`src/hdl/tia_pkg.sv`:
```
package tia_pkg;

    localparam int unsigned WORD_BITS = 31;
    localparam int unsigned CNT_BITS  = $clog2(WORD_BITS);

    localparam logic [3:0] OP_ADD  = 4'd0;
    localparam logic [3:0] OP_SUB  = 4'd1;
    localparam logic [3:0] OP_MUL  = 4'd2;
    localparam logic [3:0] OP_IDIV = 4'd3;
    localparam logic [3:0] OP_AND  = 4'd4;
    localparam logic [3:0] OP_OR   = 4'd5;
    localparam logic [3:0] OP_SHL  = 4'd6;
    localparam logic [3:0] OP_SHR  = 4'd7;
    localparam logic [3:0] OP_REM  = 4'd8;
    localparam logic [3:0] OP_MOD  = 4'd9;
    localparam logic [3:0] OP_NEG  = 4'd10;
    localparam logic [3:0] OP_NOT  = 4'd11;
    localparam logic [3:0] OP_ABS  = 4'd12;
    localparam logic [3:0] OP_SIGN = 4'd13;

    localparam logic [1:0] ST_OK   = 2'd0;
    localparam logic [1:0] ST_OVF  = 2'd1;
    localparam logic [1:0] ST_ZDIV = 2'd2;

    typedef logic signed [WORD_BITS-1:0] t_word;
    typedef logic signed [WORD_BITS:0]   t_wide;
    typedef logic [WORD_BITS-1:0]        t_mag;

    // Side information that rides along the divider stages.
    typedef struct packed {
        logic [3:0] op;
        logic       sa;
        logic       sb;
        t_word      b;
        t_word      r;
        logic [1:0] st;
    } t_tag;

    // Restoring divider state: partial remainder, dividend/quotient shifter, divisor.
    typedef struct packed {
        t_mag rem;
        t_mag dq;
        t_mag d;
    } t_div;

endpackage

```
`src/hdl/tia_front.sv`:
```
module tia_front (
    input  logic              i_clk,
    input  logic              i_rst_n,
    input  logic              i_en,
    input  logic              i_valid,
    input  logic [3:0]        i_op,
    input  tia_pkg::t_word    i_a,
    input  tia_pkg::t_word    i_b,
    output logic              o_valid,
    output tia_pkg::t_tag     o_tag,
    output tia_pkg::t_div     o_div
);

    localparam int unsigned W  = tia_pkg::WORD_BITS;
    localparam int unsigned PW = 2 * W;
    localparam logic [PW-1:0] LIM_POS = (PW'(1) << (W - 1)) - PW'(1);
    localparam logic [PW-1:0] LIM_NEG = PW'(1) << (W - 1);

    // stage 1: input register
    logic                 r1_v;
    logic [3:0]           r1_op;
    tia_pkg::t_word       r1_a;
    tia_pkg::t_word       r1_b;

    always_ff @(posedge i_clk) begin
        if (!i_rst_n) begin
            r1_v <= 1'b0;
        end else if (i_en) begin
            r1_v <= i_valid;
        end
        if (i_en) begin
            r1_op <= i_op;
            r1_a  <= i_a;
            r1_b  <= i_b;
        end
    end

    // stage 2: magnitudes and the operations that need no product or division
    logic                        sa;
    logic                        sb;
    tia_pkg::t_mag               ma;
    tia_pkg::t_mag               mb;
    logic [tia_pkg::CNT_BITS-1:0] cnt;
    tia_pkg::t_word              shl_v;
    tia_pkg::t_word              shr_v;
    tia_pkg::t_wide              wa;
    tia_pkg::t_wide              wb;
    tia_pkg::t_wide              wr;
    logic                        chk;
    logic                        ovf2;

    always_comb begin
        sa = r1_a[W-1];
        sb = r1_b[W-1];
        ma = sa ? tia_pkg::t_mag'(-r1_a) : tia_pkg::t_mag'(r1_a);
        mb = sb ? tia_pkg::t_mag'(-r1_b) : tia_pkg::t_mag'(r1_b);
        if (sb) begin
            cnt = '0;
        end else if (r1_b > tia_pkg::t_word'(W - 1)) begin
            cnt = tia_pkg::CNT_BITS'(W - 1);
        end else begin
            cnt = r1_b[tia_pkg::CNT_BITS-1:0];
        end
        shl_v = r1_a << cnt;
        shr_v = r1_a >>> cnt;
        wa    = {r1_a[W-1], r1_a};
        wb    = {r1_b[W-1], r1_b};
        chk   = 1'b1;
        case (r1_op)
            tia_pkg::OP_ADD:  wr = wa + wb;
            tia_pkg::OP_SUB:  wr = wa - wb;
            tia_pkg::OP_AND:  wr = wa & wb;
            tia_pkg::OP_OR:   wr = wa | wb;
            tia_pkg::OP_SHL:  wr = {shl_v[W-1], shl_v};
            tia_pkg::OP_SHR:  wr = {shr_v[W-1], shr_v};
            tia_pkg::OP_NEG:  wr = -wa;
            tia_pkg::OP_NOT:  wr = ~wa;
            tia_pkg::OP_ABS:  wr = sa ? -wa : wa;
            tia_pkg::OP_SIGN: begin
                if (sa) begin
                    wr = {(W+1){1'b1}};
                end else begin
                    wr = (r1_a != '0) ? tia_pkg::t_wide'(1) : '0;
                end
            end
            default: begin
                wr  = '0;
                chk = 1'b0;
            end
        endcase
        ovf2 = chk && (wr[W] != wr[W-1]);
    end

    logic                 r2_v;
    logic [3:0]           r2_op;
    logic                 r2_sa;
    logic                 r2_sb;
    tia_pkg::t_word       r2_b;
    tia_pkg::t_mag        r2_ma;
    tia_pkg::t_mag        r2_mb;
    tia_pkg::t_word       r2_r;
    logic [1:0]           r2_st;

    always_ff @(posedge i_clk) begin
        if (!i_rst_n) begin
            r2_v <= 1'b0;
        end else if (i_en) begin
            r2_v <= r1_v;
        end
        if (i_en) begin
            r2_op <= r1_op;
            r2_sa <= sa;
            r2_sb <= sb;
            r2_b  <= r1_b;
            r2_ma <= ma;
            r2_mb <= mb;
            r2_r  <= ovf2 ? '0 : wr[W-1:0];
            r2_st <= ovf2 ? tia_pkg::ST_OVF : tia_pkg::ST_OK;
        end
    end

    // stage 3: magnitude product
    logic                 r3_v;
    logic [PW-1:0]        r3_p;
    tia_pkg::t_tag        r3_tag;
    tia_pkg::t_div        r3_div;

    always_ff @(posedge i_clk) begin
        if (!i_rst_n) begin
            r3_v <= 1'b0;
        end else if (i_en) begin
            r3_v <= r2_v;
        end
        if (i_en) begin
            r3_p       <= PW'(r2_ma) * PW'(r2_mb);
            r3_tag.op  <= r2_op;
            r3_tag.sa  <= r2_sa;
            r3_tag.sb  <= r2_sb;
            r3_tag.b   <= r2_b;
            r3_tag.r   <= r2_r;
            r3_tag.st  <= r2_st;
            r3_div.rem <= '0;
            r3_div.dq  <= r2_ma;
            r3_div.d   <= r2_mb;
        end
    end

    // stage 4: signed product and range check
    logic                 mneg;
    logic                 movf;
    tia_pkg::t_tag        tag4;

    always_comb begin
        mneg = r3_tag.sa ^ r3_tag.sb;
        movf = r3_p > (mneg ? LIM_NEG : LIM_POS);
        tag4 = r3_tag;
        if (r3_tag.op == tia_pkg::OP_MUL) begin
            tag4.st = movf ? tia_pkg::ST_OVF : tia_pkg::ST_OK;
            if (movf) begin
                tag4.r = '0;
            end else if (mneg) begin
                tag4.r = -tia_pkg::t_word'(r3_p[W-1:0]);
            end else begin
                tag4.r = tia_pkg::t_word'(r3_p[W-1:0]);
            end
        end
    end

    always_ff @(posedge i_clk) begin
        if (!i_rst_n) begin
            o_valid <= 1'b0;
        end else if (i_en) begin
            o_valid <= r3_v;
        end
        if (i_en) begin
            o_tag <= tag4;
            o_div <= r3_div;
        end
    end

endmodule

```
`config.mk`:
```
export PLATFORM = sky130hd
export DESIGN_NAME = tia_front
export DESIGN_NICKNAME = d
export VERILOG_FILES = /design/src/hdl/tia_pkg.sv /design/src/hdl/tia_front.sv
export SDC_FILE = /design/constraint.sdc
export NUM_CORES = 2
export LEC_CHECK = 0
export ABC_AREA = 1
export BUFFER_PORTS_ARGS = -buffer_cell sky130_fd_sc_hd__buf_2
export CAP_MARGIN = 20
export CORE_AREA = 10 10 726 371
export DETAILED_ROUTE_END_ITERATION = 10
export DIE_AREA = 0 0 736 381
export GPL_ROUTABILITY_DRIVEN = 0
export MAX_ROUTING_LAYER = met4
export PLACE_DENSITY = 0.44
export SLEW_MARGIN = 30
export SYNTH_ARGS = -nofsm -noshare
export SYNTH_HDL_FRONTEND = slang
export SYNTH_SLANG_ARGS = --single-unit
export TNS_END_PERCENT = 20
```
`constraint.sdc`:
```
create_clock -name i_clk -period 9.6 [get_ports i_clk]
set_clock_uncertainty 0.05 [all_clocks]
set_input_delay 2.88 -clock i_clk [delete_from_list [all_inputs] [get_ports i_clk]]
set_output_delay 2.88 -clock i_clk [all_outputs]
set_load 0.005 [all_outputs]
```
[After elaboration in Yosys (flattened, before gate mapping)]
Index checks and enable logic that the tools add are counted.
Operators by class
  $mul: 1
  add/subtract/negate cells: 6
  div/mod/pow operators: 0
  reductions and logical operators: 4
  multiplexer cells: 15
  magnitude comparators: 2
  bitwise operators: 4
  shifts and indexed selects: 2
  equal/unequal tests: 11
Operator list (number)
  $pmux W32 S10: 1
  $mux W31: 3
  $neg A31 Y31: 3
  $mux W32: 2
  $gt A62 B31 Y1: 1
  $mul A31 B31 Y62: 1
  $mux W30: 2
  $mux W33: 1
  $add A31 B31 Y32: 1
  $neg A31 Y32: 1
  $not A31 Y32: 1
  $sub A31 B31 Y32: 1
  $and A31 B31 Y31: 1
  $gt A31 B6 Y1 const B: 1
  $or A31 B31 Y31: 1
  $reduce_bool A31 Y1: 1
  $shl A31 B5 Y31: 1
  $sshr A31 B5 Y31: 1
  $eq A4 B3 Y1 const B: 4
  $eq A4 B4 Y1 const B: 4
  $mux W5: 2
  $reduce_or A10 Y1: 1
  $eq A4 B1 Y1 const B: 1
  $eq A4 B2 Y1 const B: 1
  5 further kinds: 8
Storage, ports and cells
  logic and storage cells: 79
  ROM bits: 0
  bits in latches: 0
  bits in writable memories: 0
  flip-flop bits (word level): 528
  memories: 0

[Logic depth before layout (Yosys ltp)]
  depth in word-level cells: 8
  gate-level depth with buffers: 32
  depth with buffers taken out: 31

[Worst setup path before layout]
Ideal clock, no wire load.
  path type: register to register
  from: register r2_mb[4]
  to: register r3_p[52], data pin
  period minus slack after synthesis: 6821 ps
  path buffers: 1
  path slack: 2779 ps
  data arrival time: 6506 ps
  stages on the path, launching flop included: 26
  library setup time: 265 ps
  required time: 9285 ps
  path through: edfxtp_1 -> clkbuf_1 -> nand2_1 -> inv_1 -> fa_1 -> fa_1 -> fa_1 -> inv_1 -> fa_1 -> inv_1 -> fa_1 -> inv_1 -> fa_1 -> inv_1 -> fa_1 -> fa_1 -> ha_1 -> a21oi_1 -> o21ai_0 -> a21oi_1 -> o211ai_1 -> a31oi_1 -> nor2_1 -> a21boi_0 -> o21ai_0 -> xor2_1
On the way
  longest elaborated chain between the ends: 1
RTL lines
  start, declared: line tia_front.sv:100  | tia_pkg::t_mag r2_mb;
  start signal, assigned: line tia_front.sv:116  | r2_mb <= mb;
  $mul A31 B31 Y62: line tia_front.sv:135  | r3_p <= PW'(r2_ma) * PW'(r2_mb);
  end signal, assigned: line tia_front.sv:135
  end, declared: line tia_front.sv:124  | logic [PW-1:0] r3_p;
No other way between the ends.
A chain may end at the register's enable or synchronous reset.

[Final worst setup path]
  from: register r2_ma[10]
  to: register r3_p[52], data pin
On the way
  longest elaborated chain between the ends: 1
RTL lines
  start, declared: line tia_front.sv:99  | tia_pkg::t_mag r2_ma;
  start signal, assigned: line tia_front.sv:115  | r2_ma <= ma;
  $mul A31 B31 Y62: line tia_front.sv:135
No other way between the ends.

==> results by group <==
CTS
  – Cts bufs inserted: 46
  – # clock sinks: 519
  – Clk slew on worst S/H paths: 0.10 ns
  – Setup Buffers After CTS: 0
  – CTS tree: yes
  – Number of hold buffers added after CTS: 0
  – Htree depth: 2
  – Clk buf depth: 3
  – Root buf cell: clkbuf_16
  – Cts repair resizes: 0
  – Worst-skew pair later-pin latency: 0.71 ns

Routing
  – DR pass1 iterations: 10
  – Via count: 48.52k
  – Residual DRC: 0
  – ANT nets after route: 0
  – Avg WL per Cell: 23.78 um
  – Initial DRC Count: 6714
  – Drt total wl: 247600 um
  – Vias/cell: 4.660

Synth
  – Adder-cell share of the synthesized area: 35.48%
  – Syn Area/Cell: 8.626 sq um
  – Synth Warn #: 0
  – Register area share after synthesis: 26.46%
  – #FFs+latches synth: 519
  – Top-count cell post-synth: nand2_1
  – Post-Synth XOR/XNOR Area: 2.162%
  – Largest area contributor in the netlist: fa_1
  – Cell variety after synth: 65
  – Synth top cells by count: nand2_1 (1716), inv_1 (1496), fa_1 (838)
  – Main combinational cell family by area after synthesis: adder cells
  – Most used DFF post-synth: edfxtp_1
  – Cell area after synthesis: 58750 sq um
  – EDFF count, synth: 515
  – Fraction of registers with async set/reset: 0%
  – Largest cells by area after synthesis: fa_1 (29%), edfxtp_1 (26%), nand2_1 (11%), inv_1 (9.6%), ha_1 (6.9%)
  – Mux contribution to synthesized area: 0%
  – Synth Area in Compound Gates: 6.442%
  – Top-area cell type share of the netlist area: 28.56%
  – Synth Area in Simple Gates: 17.10%
  – Synth Instances: 6811

Final layout
  – Register area: 15540 sq um
  – Share of layout cells above drive strength 1: 8.155%
  – Filler instances: 27.88k
  – Multi-input logic area: 36150 sq um
  – P&R area growth vs syn: 12.32%
  – Util after Layout: 25.68%
  – NumNets Final: 8186

Global routing
  – Largest net degree at the start of global routing: 140
  – First-pass GRT wire length: 353200 um
  – Initial antenna violation count: 12
  – Gr usage total: 17.74%
  – Vias in the first global route: 46.97k
  – Total gr overflow: 0

Floorplanning
  – Die span in y: 381 um
  – Die area: 280400 sq um
  – Starting Density: 22.86%
  – Chip Width: 736 um
  – Core area: 257000 sq um
  – FP Rows: 132
  – Io pins: 234

STA
  – Final Max Tran Viols: 0
  – Worst-Margin Slew: 1.057 ns
  – Part of the cycle the worst path needs: 92.82%
  – Tmin final: 8.911 ns
  – Setup_tns: 0 ns
  – Final hold vios: 0
  – Unrepaired setup endpoints after global routing: false
  – Peak Freq: 112.2 MHz
  – Final setup fails: 0
  – Max_slew headroom: 28.80%

Critical path
  – WS Path Type: register to register
  – R2R Path Start: r2_ma[10]$_DFFE_PP_
  – Crit-path max FO: 13
  – Origin of the worst setup path: r2_ma[10]$_DFFE_PP_
  – WP data required: 9.99 ns
  – Endpoint type of the worst setup path: register
  – Worst EP arrival: 9.30 ns
  – CP Launch Type: register

Run
  – Total of max-cap violations: 0

Placed design
  – DP HPWL: 204100 um
  – IO buf count: 201

Hold path
  – Hold path startpoint: r2_b[24]$_DFFE_PP_
  – Hold Crit Class: register to register

Status
  – Status: finished clean
## registers in the layout, indices dropped and copies added (netlist names), 4 cells and up
name	count
r2_r	31
r3_tag	68
r1_a	31
r2_ma	31
o_div	61
r3_p	62
r3_div	61
r1_b	31
r2_b	30
r1_op	4
r2_mb	30
o_tag	68
r2_op	4
## final timing paths
kind | slack [ns] | end | depth (start not counted)
worst max-delay path | 0.69 | r3_p[52]$_DFFE_PP_ | 23
worst min-delay path | 0.35 | r3_tag[57]$_DFFE_PP_ | 0
worst max register to register | 0.69 | r3_p[52]$_DFFE_PP_ | 23
worst min register to register | 0.35 | r3_tag[57]$_DFFE_PP_ | 0
## layer usage
metal / GRT usage [%] / wire length (um) / vias to the layer above / share of wire, %
li1: - / - / 21120 / -
met1: 29.12 / 127000 / 24390 / 51
met2: 18.18 / 75920 / 2866 / 31
met3: 8.300 / 41040 / 141 / 17
met4: 2.359 / 3635 / 0 / 1.5
met5: - / 0 / - / 0
## per-stage QoR
step | setup WS, ns | hold slack (ns) | cells | cell area (sq um)
global placement | 0.5674 | 0.3522 | 10300 | 64090
finish | 0.6891 | 0.3465 | 10410 | 65980
CTS | 0.9568 | 0.3564 | 10400 | 65890
global route | 0.5087 | 0.3677 | 10410 | 65980
floorplan | 2.779 | 0.3503 | 6842 | 58870
detailed placement | 1.026 | 0.3545 | 10320 | 64320
## final cells by class
type / count / share of cell area [%]
Multi-Input combinational cell: 4457 / 54.78
Sequential cell: 519 / 23.56
Inverter: 1535 / 8.738
Tap cell: 3417 / 6.479
Timing Repair Buffer: 394 / 4.046
Clock buffer: 49 / 1.762
Clock inverter: 36 / 0.6182
Antenna cell: 5 / 0.01896
## critical path, stage by stage (launching register included)
cell      delay (ns)
edfxtp_1        1.05
buf_4           0.29
nand2_1         0.06
inv_1           0.10
fa_1            0.45
fa_1            0.51
inv_1           0.09
fa_1            0.47
fa_1            0.61
fa_1            0.66
inv_1           0.08
fa_1            0.45
fa_1            0.56
fa_1            0.46
ha_1            0.38
nand2_1         0.12
nor2_1          0.27
nand4_1         0.13
o211ai_1        0.61
a31oi_1         0.28
nor2_1          0.20
a21boi_0        0.16
o21ai_0         0.23
xor2_1          0.38
## logic make-up after synthesis
| logic type | count (synthesis) |
|---|---|
| adder cells (fa/ha/maj) | 1163 |
| XOR/XNOR | 145 |
| buffers and inverters | 1866 |
| flip-flops | 519 |
| AO/OA/AOI/OAI | 661 |
| AND/OR/NAND/NOR | 2456 |
| other | 1 |
## placed cells by master (no fill, tap or decap), types with 23 or more instances in the layout
cell	synthesis	layout
a21oi_1	207	206
nand4_1	27	27
a31oi_1	23	23
buf_2	29	200
ha_1	325	325
o211ai_1	33	33
inv_2	27	27
xnor2_1	35	35
buf_4	43	168
xor2_1	110	110
nor4_1	24	24
edfxtp_1	515	515
conb_1	1	32
fa_1	838	838
nor3_1	36	34
inv_1	1496	1496
o21ai_0	282	272
clkbuf_16	0	46
nand3_1	317	317
nand2_1	1716	1714
nor2_1	274	272
Power is left out: the tool's default activity adds up to more than one toggle a clock period on the data nets, which glitch-free logic cannot reach.
