==> src/hdl/tia_pkg.sv <==
package tia_pkg;

    localparam int unsigned WORD_BITS = 31;
    localparam int unsigned CNT_BITS  = $clog2(WORD_BITS);

    localparam logic [3:0] OP_ADD  = 4'd0;
    localparam logic [3:0] OP_SUB  = 4'd1;
    localparam logic [3:0] OP_MUL  = 4'd2;
    localparam logic [3:0] OP_IDIV = 4'd3;
    localparam logic [3:0] OP_AND  = 4'd4;
    localparam logic [3:0] OP_OR   = 4'd5;
    localparam logic [3:0] OP_SHL  = 4'd6;
    localparam logic [3:0] OP_SHR  = 4'd7;
    localparam logic [3:0] OP_REM  = 4'd8;
    localparam logic [3:0] OP_MOD  = 4'd9;
    localparam logic [3:0] OP_NEG  = 4'd10;
    localparam logic [3:0] OP_NOT  = 4'd11;
    localparam logic [3:0] OP_ABS  = 4'd12;
    localparam logic [3:0] OP_SIGN = 4'd13;

    localparam logic [1:0] ST_OK   = 2'd0;
    localparam logic [1:0] ST_OVF  = 2'd1;
    localparam logic [1:0] ST_ZDIV = 2'd2;

    typedef logic signed [WORD_BITS-1:0] t_word;
    typedef logic signed [WORD_BITS:0]   t_wide;
    typedef logic [WORD_BITS-1:0]        t_mag;

    // Side information that rides along the divider stages.
    typedef struct packed {
        logic [3:0] op;
        logic       sa;
        logic       sb;
        t_word      b;
        t_word      r;
        logic [1:0] st;
    } t_tag;

    // Restoring divider state: partial remainder, dividend/quotient shifter, divisor.
    typedef struct packed {
        t_mag rem;
        t_mag dq;
        t_mag d;
    } t_div;

endpackage

==> src/hdl/tia_back.sv <==
module tia_back (
    input  logic              i_clk,
    input  logic              i_rst_n,
    input  logic              i_en,
    input  logic              i_valid,
    input  tia_pkg::t_tag     i_tag,
    input  tia_pkg::t_div     i_div,
    output logic              o_valid,
    output tia_pkg::t_word    o_result,
    output logic [1:0]        o_status
);

    localparam int unsigned W = tia_pkg::WORD_BITS;

    tia_pkg::t_wide    qw;
    tia_pkg::t_word    rr;
    tia_pkg::t_word    res;
    logic [1:0]        st;
    logic              zdiv;

    always_comb begin
        qw   = {1'b0, i_div.dq};
        if (i_tag.sa ^ i_tag.sb) begin
            qw = -qw;
        end
        rr   = i_tag.sa ? -tia_pkg::t_word'(i_div.rem) : tia_pkg::t_word'(i_div.rem);
        zdiv = (i_tag.b == '0);
        res  = i_tag.r;
        st   = i_tag.st;
        case (i_tag.op)
            tia_pkg::OP_IDIV: begin
                res = qw[W-1:0];
                st  = (qw[W] != qw[W-1]) ? tia_pkg::ST_OVF : tia_pkg::ST_OK;
            end
            tia_pkg::OP_REM: begin
                res = rr;
                st  = tia_pkg::ST_OK;
            end
            tia_pkg::OP_MOD: begin
                // floored modulo: move a nonzero remainder over to the divisor's sign
                res = (i_div.rem != '0 && (i_tag.sa != i_tag.sb)) ? rr + i_tag.b : rr;
                st  = tia_pkg::ST_OK;
            end
            default: begin
                res = i_tag.r;
                st  = i_tag.st;
            end
        endcase
        if ((i_tag.op == tia_pkg::OP_IDIV || i_tag.op == tia_pkg::OP_REM ||
             i_tag.op == tia_pkg::OP_MOD) && zdiv) begin
            st = tia_pkg::ST_ZDIV;
        end
        if (st != tia_pkg::ST_OK) begin
            res = '0;
        end
    end

    always_ff @(posedge i_clk) begin
        if (!i_rst_n) begin
            o_valid <= 1'b0;
        end else if (i_en) begin
            o_valid <= i_valid;
        end
        if (i_en) begin
            o_result <= res;
            o_status <= st;
        end
    end

endmodule

==> config.mk <==
export PLATFORM = sky130hd
export DESIGN_NAME = tia_back
export DESIGN_NICKNAME = d
export VERILOG_FILES = /design/src/hdl/tia_pkg.sv /design/src/hdl/tia_back.sv
export SDC_FILE = /design/constraint.sdc
export NUM_CORES = 1
export LEC_CHECK = 0
export CORE_ASPECT_RATIO = 0.7
export CORE_UTILIZATION = 25
export CTS_CLUSTER_SIZE = 20
export DETAILED_ROUTE_END_ITERATION = 6
export DONT_BUFFER_PORTS = 1
export GPL_TIMING_DRIVEN = 1
export SLEW_MARGIN = 15
export SYNTH_ARGS = -nofsm -noshare
export SYNTH_HDL_FRONTEND = slang
export SYNTH_SLANG_ARGS = --single-unit
==> constraint.sdc <==
create_clock -name i_clk -period 5 [get_ports i_clk]
set_input_delay 0 -clock i_clk [delete_from_list [all_inputs] [get_ports i_clk]]
set_output_delay 0 -clock i_clk [all_outputs]
set_load 0.03 [all_outputs]
**Word-level counts from Yosys, hierarchy flattened**

Cells that the tools add are included.

- Bits in registers: 34
- Input bits: 167
- Output and inout bits: 34
- Logic and storage cells: 27

- Add/subtract/negate cells: 3
- Equal/unequal tests: 5
- Multiplexer cells: 7
- Bitwise gates (word level): 1
- Reduce and logical (&&, ||, !) cells: 8

Operator list:

| kind | number |
|---|---|
| case mux 31 bit (3 select lines) | 1 |
| two-way mux 31 bit | 2 |
| two-way mux 32 bit | 1 |
| negation 31 -> 32 bit | 1 |
| adder 31 bit | 1 |
| zero test 31 bit | 1 |
| negation 31 bit | 1 |
| nonzero test 31 bit | 1 |
| == test 4 bit (second input constant) | 2 |
| == test 4 x 2 -> 1 bit (second input constant) | 1 |
| case mux 2 bit (2 select lines) | 1 |
| logical AND 1 bit | 2 |
| logical OR 1 bit | 2 |
| two-way mux 2 bit | 1 |
| inequality test 1 bit | 2 |
| nonzero test 2 bit | 1 |
| OR reduction 2 bit | 1 |
| two-way mux 1 bit | 1 |
| XOR 1 bit | 1 |

**Logic depth before layout (Yosys ltp)**

Gate-level depths: netlist (run 1).

- Depth after elaboration: 7
- Depth in mapped cells: 17
- Mapped depth without buffers: 17

**Least setup slack after synthesis (run 1)**

No wires, ideal clock.

- Kind: input to register
- Start point: input port i_div[72] (netlist bit)
- End point: register o_result[30], data pin
- Library setup time: 0.158 ns
- Arrival: 3.425 ns
- Required time: 4.842 ns
- Setup slack: 1.417 ns
- Cell stages on the path: 14
- Path buffers: 0
- Cells stage by stage: or4_1 -> or4_1 -> o31ai_1 -> xnor2_1 -> ha_1 -> and3_1 -> and4_1 -> o2bb2ai_1 -> a21oi_1 -> a21oi_1 -> o31a_1 -> o21a_1 -> or4_1 -> o211ai_1

- Word-level cells in the longest chain between the ends: 5
- Elaborated cells between the ends (all ways): 7
- Classes of those cells: 2 x add/sub; 3 x mux; 2 x reduce/logical

RTL lines:

| what | line | RTL |
|---|---|---|
| start: declaration | tia_back.sv:7 | `input tia_pkg::t_div i_div,` |
| negation 31 bit | tia_back.sv:26 | `rr = i_tag.sa ? -tia_pkg::t_word'(i_div.rem) : tia_pkg::t_word'(i_div.rem);` |
| two-way mux 31 bit | tia_back.sv:26 |  |
| adder 31 bit | tia_back.sv:41 | `res = (i_div.rem != '0 && (i_tag.sa != i_tag.sb)) ? rr + i_tag.b : rr;` |
| two-way mux 31 bit | tia_back.sv:41 |  |
| case mux 31 bit (3 select lines) (*) | tia_back.sv:30 | `case (i_tag.op)` |
| end signal: assignment | tia_back.sv:65 | `o_result <= res;` |
| end: declaration | tia_back.sv:9 | `output tia_pkg::t_word o_result,` |

Every way passes the cells marked *; elsewhere a longest branch is shown, timed or not.
A chain may end at the register's enable or synchronous reset.

**Worst setup path after layout (run 1)**

Ends and elaborated chain as after synthesis.

==> results of run 1 <==
-- kinds of logic after synthesis --
family,Yosys count
XOR/XNOR,82
adder cells (fa/ha/maj),38
buffers and inverters,37
AO/OA/AOI/OAI,202
AND/OR/NAND/NOR,221
flip-flops,34
multiplexers,5
-- area by class of cell --
cell class / count / area, µm²
clock buffers: 6 / 129
clock inverters: 2 / 8.76
fillers: 2074 / 13600
inverters: 13 / 48.8
multi-input cells: 548 / 3750
flip-flops and latches: 34 / 1010
well taps: 264 / 330
repair buffers: 19 / 185
-- power by group through the flow --
stage               Sequential (W)  Clock, W  Combinational [W]
floorplan                 0.000411         0           0.000411
global placement          0.000418         0           0.000545
detailed placement        0.000418         0           0.000545
CTS                       0.000412  0.000310           0.000564
global route              0.000414  0.000319           0.000632
finish                    0.000411  0.000298           0.000579
-- Yosys cell counts, drive strengths merged, types with 5 or more instances --
master / instances
nor3: 21
or4: 5
nand2: 54
o211ai: 8
nand4: 12
nor4: 14
and2: 5
a221oi: 13
a211oi: 7
xor2: 27
o21ai: 32
clkbuf: 15
or3: 8
ha: 37
buf: 9
nor2: 60
a21oi: 66
a21o: 14
xnor2: 55
o21a: 5
inv: 13
nor2b: 7
nand3: 18
o31ai: 16
o41ai: 7
a222oi: 8
and3: 6
mux2i: 5
edfxtp: 33
-- metal layers --
layer	wire length, µm	part of all wire	up-vias
met1	9440	0.46	2313
li1	-	-	2377
met2	7460	0.37	299
met3	3250	0.16	15
met5	0	0	-
met4	259	0.013	0
-- state kept, by name, indices dropped and copies added (netlist names) --
| signal | cells |
|---|---|
| o_result | 31 |
| o_status | 2 |
| o_valid | 1 |
-- per-stage QoR --
stage	utilization	cells	total power, W	setup slack, ns
global placement	0.272	865	0.000964	0.743
CTS	0.287	886	0.00129	0.949
finish	0.287	886	0.00129	0.932
detailed placement	0.272	865	0.000963	0.671
global route	0.287	886	0.00136	0.568
floorplan	-	619	0.000822	1.42
-- worst paths after layout --
path | start | end | slack, ns | depth (start not counted)
max | i_div[72] | o_result[30]$_SDFFCE_PP0P_ | 0.93 | 15
min | i_tag[22] | o_result[20]$_SDFFCE_PP0P_ | 0.009 | 2
max reg2reg | o_valid$_SDFFE_PN0P_ | o_valid$_SDFFE_PN0P_ | 3.66 | 3
min reg2reg | o_valid$_SDFFE_PN0P_ | o_valid$_SDFFE_PN0P_ | 1.22 | 3
-- repair_timing --
action / CTS / global route
hold endpoints to repair: 43 / 0
hold buffers: 13 / 0
buffers inserted: 0 / 0
resized for setup: 0 / 0
==> flow_results.org, run 1 <==
** Final layout
- The library cell used most frequently in the layout, excluding fill and tap cells, is sky130_fd_sc_hd__a21oi_1.
- Compared with the post-synthesis result, the final layout area differs by 11.2%.
- Net count of the finished layout :: 826
- Layout cell share with drive strength beyond 1 :: 0.0514
- Top library cells by usage in the layout, fill and taps aside :: sky130_fd_sc_hd__a21oi_1 (65), sky130_fd_sc_hd__nor2_1 (57), sky130_fd_sc_hd__xnor2_1 (55)
- The repair_antennas step left the layout with diodes totalling 0.
- Final instance area :: 0.00547 mm²

** Die
- Pin placement for this block handled 201 I/O pins.
- The die covers 0.0202 mm².
- Number of cell rows :: 42
- Standard cell core area :: 0.0191 mm²
- From bottom edge to top edge, the die measures 119 µm.
- In this run the horizontal extent of the chip is 170 µm.
- Initial cell density of the core :: 0.258

** Place
- Input and output buffers added on the ports amount to 0.
- Global placer's final weighted congestion :: 0.923
- HPWL Detailed :: 17200 µm
- After detailed placement, the total cell area comes to 0.00519 mm².

** Pwr
- Dividing total power by cell area gives a power density of 236 mW/mm².
- Cell internal power was estimated by the tool at 0.000754 W.
- Switching fraction of total power :: 0.415
- NetSw :: 0.000535 W
- Highest ir drop seen on vdd :: 102 µV
- LEAKAGE :: 1.91 nW
- The share of total power dissipated in sequential elements is 0.319.
- Of the total power, the clock network draws 0.231.
- Logic pwr share :: 0.450

** Clocking
- Clock slew at reported path FFs :: 0.06 ns
- The root buffer cell chosen for the clock tree is sky130_fd_sc_hd__clkbuf_16.
- Counting the buffers created by CTS gives 5.
- Clock tree from TritonCTS :: done
- No sink is reached through more buffers than the 2 on the longest clock path.
- CTS saw 34 sinks.
- Clock latency on the worst-skew pair, taken at its later pin, is 0.28 ns.
- In this run the number of H-tree levels came out at 2.

** Yosys
- Mean instance size in the synthesized netlist :: 7.94 µm²
- Post-synthesis sequential element count :: 34
- Synthesis produced a netlist with a net count of 824.
- Dominant combinational cell family by area after synthesis :: compound AO/OA/AOI/OAI gates
- Counting flops with a built-in enable in the synthesized netlist gives 33.
- The share of synthesized area in the top cell type comes to 0.202.
- The mapped netlist covers 0.00491 mm².
- Synthesis handed over a netlist of 619 instances.
- Cell type contributing the most total cell area after synthesis :: sky130_fd_sc_hd__edfxtp_1
- Of the synthesized area, sequential elements account for 0.206.
- During synthesis, Yosys emitted a total of 0 warnings.
- Synthesized-area fraction occupied by and/or/nand/nor cells :: 0.228
- Prevailing post-synth register cell :: sky130_fd_sc_hd__edfxtp_1
- The compound-gate portion of the synthesized area came to 0.279.
- Share of synthesized flip-flops with an asynchronous set or reset :: 0
- Of the total synthesized cell area, the portion taken by XOR and XNOR cells is 0.146.
- After synthesis, the netlist uses 63 different library cells.
- After synthesis, the share of cell area in mux cells is 0.0102.
- Area share of fa/ha/maj cells after synthesis :: 0.0983
- Dominant cells by area after synthesis :: sky130_fd_sc_hd__edfxtp_1 (20%), sky130_fd_sc_hd__xnor2_1 (9.8%), sky130_fd_sc_hd__ha_1 (9.4%)

** Global routing
- In this run the most used layer during global routing was met1.
- First-pass GRT wire length :: 29900 µm
- Entering global routing, the biggest net connects 35 pins.
- Across every metal layer, demand over resource in global routing totals 0.200.
- Number of antenna violations at the first check in global routing :: 0
- For met2 alone, demand over resource in global routing was 0.255.
- Overflow after GRT :: 0
- GR Layer Usage met3 :: 0.0784
- Via count of the first global-routing pass :: 4582
- Met1 track demand over resource :: 0.306

** STA
- Setup total negative slack on the finished layout was measured at 0 ns.
- Setup-failing EPs final :: 0
- Headroom to the max-slew limit came out at 0.503.
- Across the routed clock network, the largest skew measured is 0 ns.
- The number of pins exceeding their max-slew limit in the final report came to 0.
- Number of hold violations in the final report :: 0
- Minimum clock period :: 4.07 ns
- Setup repair after global routing left no endpoint under its margin.
- For this run, the top clock speed supported by timing is 246 MHz.
- Portion of the clock cycle consumed by the worst path in the final layout :: 0.814
- At the pin with the least slew margin, the transition time is 0.744 ns.
- Worst-case hold slack :: 0.00895 ns

** Route
- Post-route DRC violation count :: 0
- For this block, the via count after detailed routing is 5004.
- Count of antenna-violating nets left after detailed routing :: 0
- Total Wirelength :: 20400 µm
- Router iterations before antenna repair :: 6
- In the final routed layout, each cell accounts on average for 23.0 µm.
- Drt first-iter violations :: 620
- Via density per instance :: 5.65

** Hold path
- The tightest min-delay check is of the in2reg type.

** Run status
- The run finished with clean final reports.

** Worst setup path
- Library cell contributing the largest single delay on the critical path :: sky130_fd_sc_hd__or4_1
- Top Family by Delay on Critical Path :: simple AND/OR/NAND/NOR gates
- Maximum fanout encountered on the critical timing path :: 8
- Required time at the endpoint of the critical path :: 5.10 ns
- Worst setup path class :: in2reg
- Critical Path Max Stage Delay :: 0.57 ns
- Total buffers and inverters traversed by the critical path :: 0
- CP cell instances :: or4_1, nor2_1, nand4_1, o21ai_0, xnor2_1, ha_1, o21ai_0, nor2_1, o41a_1, nand4_1, nand3_1, o31a_1, o21a_1, or4_1, o211ai_1
- Critical Path Sink Type :: flip-flop
- At the worst endpoint, the arrival time is 4.17 ns.
- The worst setup path is launched from a primary input.

** Job
- The tool flagged a number of max-cap violations equal to 0.
Power figures use the tool's default switching activity.
==> run 2: changes to the inputs <==
Clock period 5 ns to 3.4 ns, I/O delays scaled along.
==> flow_results.org, run 2 (synthesis gave the netlist of run 1 again) <==
** Run status
- Outcome: finished clean (unchanged).

** Die
- Initial cell density of the core :: 0.258 (unchanged)
- Die Y-Extent :: 119 µm (unchanged)
- Standard cell core area :: 0.0191 mm² (unchanged)
- The die footprint came to 0.0202 mm² (unchanged).
- Die extent in x :: 170 µm (unchanged)
- IO Count :: 201 (unchanged)
- Number of cell rows :: 42 (unchanged)

** Worst setup path
- Number of cells on the worst reg-to-reg path :: 3 (unchanged)
- Reg-to-reg critical path endpoint :: o_valid$_SDFFE_PN0P_ (unchanged)
- Arr. time, crit path :: 3.46 ns (was 4.17 ns)
- Required time at the endpoint of the critical path :: 3.53 ns (was 5.10 ns)
- The peak fanout along the critical path is 4 (was 8).
- Element type at the critical path start :: primary input (unchanged)
- Internal reg-to-reg setup slack :: 2.06 ns (was 3.66 ns)
- Worst setup path class :: in2reg (unchanged)
- Origin of the critical flop-to-flop path :: o_valid$_SDFFE_PN0P_ (unchanged)
- Worst setup path startpoint :: i_div[71] (was i_div[72])
- The sort of element at the end of the critical path was a flip-flop (unchanged).

** Clocking
- The largest buffer count on any clock path is 2 (unchanged).
- Clock tree from TritonCTS :: done (unchanged)
- The CTS buffer count was 5 (unchanged).
- Clock insertion delay at the later pin of the skew report :: 0.28 ns (about the same)
- Master cell of the clock root buffer :: sky130_fd_sc_hd__clkbuf_16 (unchanged)
- TritonCTS Sinks :: 34 (unchanged)
- Deepest level of the CTS H-tree :: 2 (unchanged)
- The clock transition time at the flip-flop clock pins of the worst setup and hold paths is 0.06 ns (about the same).

** Pwr
- LEAKAGE :: 2.51 nW (was 1.91 nW)
- The internal power contribution was 0.00129 W (was 0.000754 W).
- Logic pwr share :: 0.510 (was 0.450)
- Highest ir drop seen on vdd :: 147 µV (was 102 µV)
- Switching fraction of total power :: 0.400 (was 0.415)
- The sequential share of power is 0.281 (was 0.319).
- NetSw :: 0.000860 W (was 0.000535 W)
- The clock network fraction of design power was 0.210 (was 0.231).
- Power per cell area :: 330 mW/mm² (was 236 mW/mm²)

** Final layout
- Final instance area :: 0.00652 mm² (was 0.00547 mm²)
- The number of standard cells in the final layout excluding fillers is 1003 (was 886).
- The flip-flop and latch area was 0.00101 mm² (unchanged).
- The most common cell after layout, fill and taps aside is sky130_fd_sc_hd__buf_4 (was sky130_fd_sc_hd__a21oi_1).
- Area used by multi-input combinational logic :: 0.00392 mm² (was 0.00375 mm²)
- Top Registers :: o_result x31, o_status x2, o_valid x1 (unchanged)
- The flip-flop count of the largest register after layout is 31 (unchanged).
- Layout cell share with drive strength beyond 1 :: 0.246 (was 0.0514)
- The antenna diode instance count was 0 (unchanged).
- The register with the most flip-flops is o_result (unchanged).
- The number of fill cells is 2018 (was 2074).
- Top library cells by usage in the layout, fill and taps aside :: sky130_fd_sc_hd__buf_4 (120), sky130_fd_sc_hd__a21oi_1 (59), sky130_fd_sc_hd__nor2_1 (53), sky130_fd_sc_hd__xnor2_1 (53), sky130_fd_sc_hd__nand2_1 (53) (was sky130_fd_sc_hd__a21oi_1 (65), sky130_fd_sc_hd__nor2_1 (57), sky130_fd_sc_hd__xnor2_1 (55))
- Net count of the finished layout :: 943 (was 826)
- The area growth from synthesis to layout was 32.7% (was 11.2%).

** Hold path
- Startpoint of the tightest hold check path :: i_tag[66] (was i_tag[22])
- Worst hold-check path type :: in2reg (unchanged)
- The number of instances on the worst hold path is 2 (unchanged).
- The worst hold path endpoint is o_result[2]$_SDFFCE_PP0P_ (was o_result[20]$_SDFFCE_PP0P_).

** Route
- Count of antenna-violating nets left after detailed routing :: 0 (unchanged)
- The via-per-instance ratio is 5.40 (was 5.65).
- Router iterations before antenna repair :: 5 (was 6)
- The residual DRC count is 0 (unchanged).
- The starting DRC count in detailed routing was 778 (was 620).
- The per-cell routed wire length is 21.3 µm (was 23.0 µm).
- The count of vias placed by the detailed router was 5420 (was 5004).
- Total Wirelength :: 21400 µm (was 20400 µm)

** Place
- The total half-perimeter wirelength after legalization and detailed placement was 17700 µm (was 17200 µm).
- The global placement routability congestion came to 0.884 (was 0.923).
- Port-buffer cells :: 0 (unchanged)
- Cell count after placement :: 970 (was 865)
- The placed instance area came to 0.00599 mm² (was 0.00519 mm²).
- The worst slack after detailed placement was -0.381 ns (was 0.671 ns).

** Global routing
- The met3 track demand over resource came to 0.0655 (was 0.0784).
- Met1 track demand over resource :: 0.319 (was 0.306)
- The first-pass GRT wire length was 31200 µm (was 29900 µm).
- The pin count of the biggest net entering global routing came to 35 (unchanged).
- The number of antenna violations at the first check in global routing came to 0 (unchanged).
- The number of global-route vias before repair came to 5055 (was 4582).
- Met2 Usage GRT :: 0.268 (was 0.255)
- GRT Overall Usage :: 0.206 (was 0.200)
- Overflow after GRT :: 0 (unchanged)
- Highest-utilization routing layer at the global route stage :: met1 (unchanged)

** STA
- The setup-violating endpoint count in the final report came to 0 (unchanged).
- Final setup slack of the worst path :: 0.0648 ns (was 0.932 ns)
- Normalized max-slew margin :: 0.307 (was 0.503)
- Unrepaired setup endpoints after global routing: yes (was no).
- Number of pins exceeding their max-slew limit in the final report :: 0 (unchanged)
- The slew at the pin closest to its max-slew limit came to 1.03 ns (was 0.744 ns).
- Timing would allow up to 300 MHz.
- After layout, the minimum clock period comes to 3.34 ns.
- Worst setup skew after layout :: 0 ns (unchanged)
- Portion of the clock cycle consumed by the worst path in the final layout :: 0.981
- The final hold violation count was 0 (unchanged).
- Total negative slack for setup checks :: 0 ns (unchanged)

** Job
- The reported max-cap violation count is 0 (unchanged).
[run 2: changes by cell type in the layout (fill, tap and decap cells not counted), moves of 4 or more]
cell | previous run | this run
sky130_fd_sc_hd__buf_4 | 6 | 120
sky130_fd_sc_hd__nor2_1 | 57 | 53
sky130_fd_sc_hd__a21oi_1 | 65 | 59
sky130_fd_sc_hd__o21ai_0 | 31 | 25
sky130_fd_sc_hd__a21oi_2 | 1 | 7
[run 2: worst max-delay path: stages]
cell and delay (ns):
sky130_fd_sc_hd__or4_4 0.55, sky130_fd_sc_hd__or4_4 0.56, sky130_fd_sc_hd__o31ai_4 0.26, sky130_fd_sc_hd__xnor2_2 0.15, sky130_fd_sc_hd__ha_1 0.27, sky130_fd_sc_hd__and3_4 0.18
sky130_fd_sc_hd__and4_4 0.17, sky130_fd_sc_hd__o2bb2ai_2 0.12, sky130_fd_sc_hd__a21oi_2 0.17, sky130_fd_sc_hd__a21oi_2 0.08, sky130_fd_sc_hd__o31a_1 0.25, sky130_fd_sc_hd__o21a_1 0.20
sky130_fd_sc_hd__or4_1 0.41, sky130_fd_sc_hd__o211ai_1 0.10
[run 2: what timing repair did]
item,in CTS,in global routing
gates resized for setup,6,34
setup endpoints to repair,3,9
hold buffers,15,0
endpoints found under the hold margin,45,0
pin swaps,2,31
setup buffers,0,10
[run 2: final cells by class]
class	count	share of cell area
inverters	13	0.00748
multi-input cells	548	0.601
repair buffers	136	0.164
flip-flops and latches	34	0.155
well taps	264	0.0506
clock buffers	5	0.0192
clock inverters	3	0.00249
[run 2: how the worst max path moves through the flow]
stage	to	depth (start not counted)	slack [ns]
after floorplan	o_result[30]$_SDFFCE_PP0P_	14	-0.15
after global placement	o_result[25]$_SDFFCE_PP0P_	16	-0.35
after detailed placement	o_result[30]$_SDFFCE_PP0P_	14	-0.38
after CTS	o_result[30]$_SDFFCE_PP0P_	14	0.004
after global routing	o_result[30]$_SDFFCE_PP0P_	16	-0.12
final	o_result[30]$_SDFFCE_PP0P_	14	0.06
[run 2: stage by stage]
stage	total power [W]	hold WS [ns]	utilization
floorplan	0.00121	0.112	-
global placement	0.00160	0.116	0.314
detailed placement	0.00160	0.116	0.314
CTS	0.00209	0.000387	0.331
global route	0.00227	0.0161	0.342
finish	0.00215	0.0124	0.342
[run 2: power groups by stage]
stage / sequential, W / clock [W] / combinational [W]
6_report: 0.000604 / 0.000451 / 0.00110
2_1_floorplan: 0.000604 / 0 / 0.000605
5_1_grt: 0.000608 / 0.000474 / 0.00118
4_1_cts: 0.000605 / 0.000460 / 0.00103
3_3_place_gp: 0.000614 / 0 / 0.000987
3_5_place_dp: 0.000614 / 0 / 0.000991
[run 2: metal layers]
layer | share of wire | routed length, µm | up-vias
li1 | - | - | 2609
met1 | 0.49 | 10500 | 2537
met2 | 0.38 | 8050 | 264
met3 | 0.12 | 2650 | 10
met4 | 0.0092 | 197 | 0
met5 | 0 | 0 | -
